## config.mk

```make
export PLATFORM = sky130hd
export DESIGN_NAME = gsv_ram
export DESIGN_NICKNAME = d
export VERILOG_FILES = /design/src/hw/rtl/gsv_ram.sv
export SDC_FILE = /design/constraint.sdc
export NUM_CORES = 2
export LEC_CHECK = 0
export BUFFER_PORTS_ARGS = -buffer_cell sky130_fd_sc_hd__buf_2
export CORE_MARGIN = 1.5
export CORE_UTILIZATION = 40
export CTS_BUF_LIST = sky130_fd_sc_hd__clkbuf_8
export CTS_CLUSTER_DIAMETER = 40
export DETAILED_ROUTE_END_ITERATION = 6
export PLACE_DENSITY = 0.54
export SYNTH_ARGS = -nofsm -noshare
export SYNTH_HDL_FRONTEND = slang
export SYNTH_SLANG_ARGS = --single-unit
```

## constraint.sdc

```tcl
create_clock -name clk_i -period 5.1 [get_ports clk_i]
set_input_delay 0.765 -clock clk_i [delete_from_list [all_inputs] [get_ports clk_i]]
set_output_delay 0.765 -clock clk_i [all_outputs]
set_load 0.01 [all_outputs]
```

## src/hw/rtl/gsv_ram.sv

```systemverilog
// Generic single-port synchronous RAM with registered read data.
// No dependencies.
`default_nettype none

module gsv_ram #(
  parameter int unsigned Width = 8,
  parameter int unsigned Depth = 256
) (
  input  wire logic                     clk_i,
  input  wire logic                     we_i,
  input  wire logic                     re_i,
  input  wire logic [$clog2(Depth)-1:0] addr_i,
  input  wire logic [Width-1:0]         wdata_i,
  output logic      [Width-1:0]         rdata_o
);

  logic [Width-1:0] mem_q [Depth];

  always_ff @(posedge clk_i) begin
    if (we_i) begin
      mem_q[addr_i] <= wdata_i;
    end
    if (re_i) begin
      rdata_o <= mem_q[addr_i];
    end
  end

endmodule

`default_nettype wire

```

==> results.md <==
* H-tree lvl count at 5
* Ys Warns at 0
* CTS resizes at 0
* Final Hold Fails at 0
* Worst setup SP type: input port
* Seq/Total Area, Yosys at 78.6%
* GP Congestion at 0.807
* Post-synth ARST share at 0%
* Die Ht at 446 um
* CP Capture Type: flop
* CP required at 5890 ps
* Leakage Power at 28.2 nW
* Fin util at 46.3%
* Dpl cell area at 83700 sq um
* Initial antenna violation count at 5
* Highest clock rate at 0.267 GHz
* Period minus WS final at 3740 ps
* Flop2flop setup slack at 2050 ps
* Cell Area, Synth at 78600 sq um
* Power Density at 379 nW/um^2
* Setup Fix Bufs, Post-CTS at 0
* Synth top area share at 78.6%
* Io pins at 27
* Hold Startpoint: re_i
* Largest net degree at the start of global routing at 148
* TritonCTS Buffers at 364
* EDFF count, synth at 2056
* Die Footprint at 199000 sq um
* Initial core utilization at 40.3%
* Post-synth net total at 3566
* Post-route cell area at 90300 sq um
* Post-DP HPWL at 120000 um
* First-pass GRT wire length at 291000 um
* R2r startpoint: mem_q[31][7]
* DR WL/cell at 29.4 um
* Max Cap Viol at 0
* Min-Delay Endpoint: rdata_o[4]
* Avg Cell Area, Syn at 22.2 sq um
* Yosys cell types at 21
* I/O Buffers at 26
* CTS tree: built
* Worst slew margin at 10.3%
* TNS Setup at 0 ps
* Most numerous cell in the Yosys netlist: edfxtp_1
* VDD IR max at 0.268 mV
* # rows at 162
* Initial drt markers at 3910
* Reg2Reg Capture Point: rdata_o[7]
* Total grt overflow at 0
* Commonest cells post-synth: edfxtp_1 (2056), mux4_2 (512), a22oi_1 (256), nor2_1 (232), clkbuf_1 (145)
* Outcome: finished clean
* DR WL met2 at 98000 um
* Tot GR Track Use at 20.5%
* Top Metal Used: met5
* Post-CTS Hold Fix Bufs at 0
* DR DRC count at 0
* Cells after Synth at 3547
* Fin nets at 4033
* Via density at 5.56
* Core area at 195000 sq um
* Synth area leader: edfxtp_1
* Clk_skew at 92.9 ps
* CTS max path bufs at 4
* Routed Antenna Nets at 0
* Slew Limit Fails at 0
* Tcrit/Tclk final at 73.3%
* Area contributors post-synth: edfxtp_1 (79%), mux4_2 (15%), a22oi_1 (2.4%), nor2_1 (1.1%), a21oi_1 (0.82%)
* Initial DRT Pass Iterations at 6
* Crit path max fanout at 59
* Layout area overhead at 14.9%
* Layout cell share with drive strength beyond 1 at 30.4%
* Min-Delay Path Class: input port to flop
* Final wirelength at 203000 um
* Main flop type after synthesis: edfxtp_1
* FF+latch count, synth at 2056
* RSZ-0062 raised after global routing: false
* R2R depth at 6
* Root Driver: clkbuf_8
* DR vias at 38388
* Clk pin slew, worst setup/hold paths at 60 ps
* Later-pin clock latency in the skew report at 1060 ps
* WL met3 at 11900 um
* Tightest Pin Transition at 1330 ps
* Metal1 wirelength at 86200 um
* Final hold slack at 128 ps
* CTS sink count at 2056
* WHS Path Cells at 1
* Final setup vio count at 0
* Die X at 446 um
* WS Path Type: input port to flop
* Vias in the first global route at 39957
* Critical Path AT at 4530 ps
critical path, cell delays in order:
cell	delay, ps
buf_8	630
buf_12	450
mux4_2	590
a22oi_1	220
a21oi_1	230
o41ai_1	1130
buf_4	280
nand4_1	90
where the power goes:
part | leakage (nW) | total (W) | switching [W] | internal [W]
combinational | 5.99 | 0.00162 | 0.00105 | 0.000564
sequential | 18.5 | 0.0187 | 0.0000264 | 0.0186
clock | 3.68 | 0.0139 | 0.00659 | 0.00733
total | 28.2 | 0.0342 | 0.00767 | 0.0265
layout make-up:
cell class / count / area (sq um)
Antenna cell: 5 / 12.5
Timing Repair Buffer: 333 / 2890
Inverter: 1 / 3.75
Tap cell: 2624 / 3280
Multi-Input combinational cell: 1258 / 15800
Sequential cell: 2056 / 61700
Fill cell: 16513 / 105000
Clock buffer: 370 / 5090
Clock inverter: 258 / 1420
placed cells by master (no fill, tap or decap):
cell type,netlist,final
buf_12,0,28
nor3_1,30,30
nand3_1,13,6
nand2b_2,0,2
buf_2,36,16
and2_1,3,2
nand2_1,28,27
clkinvlp_4,0,15
nor2_1,232,231
or2_2,2,2
nor2b_4,0,2
edfxtp_1,2056,2056
diode_2,0,5
clkbuf_8,0,370
nor2_4,0,1
inv_8,0,2
mux4_2,512,512
inv_6,0,1
and2_4,0,1
clkinv_4,0,3
o41ai_2,0,3
o41ai_1,32,29
nand2b_1,6,4
clkinv_2,0,35
bufinv_16,0,12
nand3_2,0,7
nand4_1,8,8
buf_4,16,279
or3_1,1,1
nand2_2,0,1
nor2b_1,7,5
a22oi_1,256,256
clkinv_1,0,89
a21oi_1,128,128
buf_8,0,10
inv_1,1,102
logic make-up (layout without fill, tap and decap cells):
family | count (synthesis) | in the layout | synth area share, %
AO/OA/AOI/OAI | 416 | 416 | 3.62
flip-flops | 2056 | 2056 | 78.6
AND/OR/NAND/NOR | 330 | 330 | 1.73
buffers and inverters | 233 | 962 | 1.40
other | 0 | 5 | 0
multiplexers | 512 | 512 | 14.7
flip-flops by register name, indices dropped and copies added, names as in the netlist:
signal	count
rdata_o	8
mem_q	2048
worst max-delay path by stage:
| stage | startpoint | slack (ps) | endpoint | cells past startpoint |
|---|---|---|---|---|
| final | addr_i[0] | 1360 | rdata_o[7] | 8 |
| after floorplan | addr_i[1] | 2120 | mem_q[111][0] | 9 |
| after global routing | addr_i[0] | 1300 | rdata_o[7] | 8 |
| after detailed placement | addr_i[0] | 280 | rdata_o[7] | 8 |
| after global placement | addr_i[0] | 330 | rdata_o[3] | 9 |
| after CTS | addr_i[0] | 1500 | rdata_o[7] | 8 |
per-stage QoR:
| step | cells | power (W) | worst slack [ps] |
|---|---|---|---|
| floorplan | 3547 | 0.0198 | 2120 |
| global placement | 6272 | 0.0207 | 329 |
| detailed placement | 6272 | 0.0207 | 282 |
| CTS | 6900 | 0.0346 | 1500 |
| global route | 6904 | 0.0353 | 1300 |
| finish | 6905 | 0.0342 | 1360 |
per-layer routing:
| layer | vias up | global-route usage (%) |
|---|---|---|
| li1 | 16109 | - |
| met1 | 20690 | 28.4 |
| met2 | 1256 | 32.5 |
| met3 | 331 | 3.79 |
| met4 | 2 | 7.35 |
| met5 | - | 0 |
Note: power is estimated with default switching activity, not from simulation.
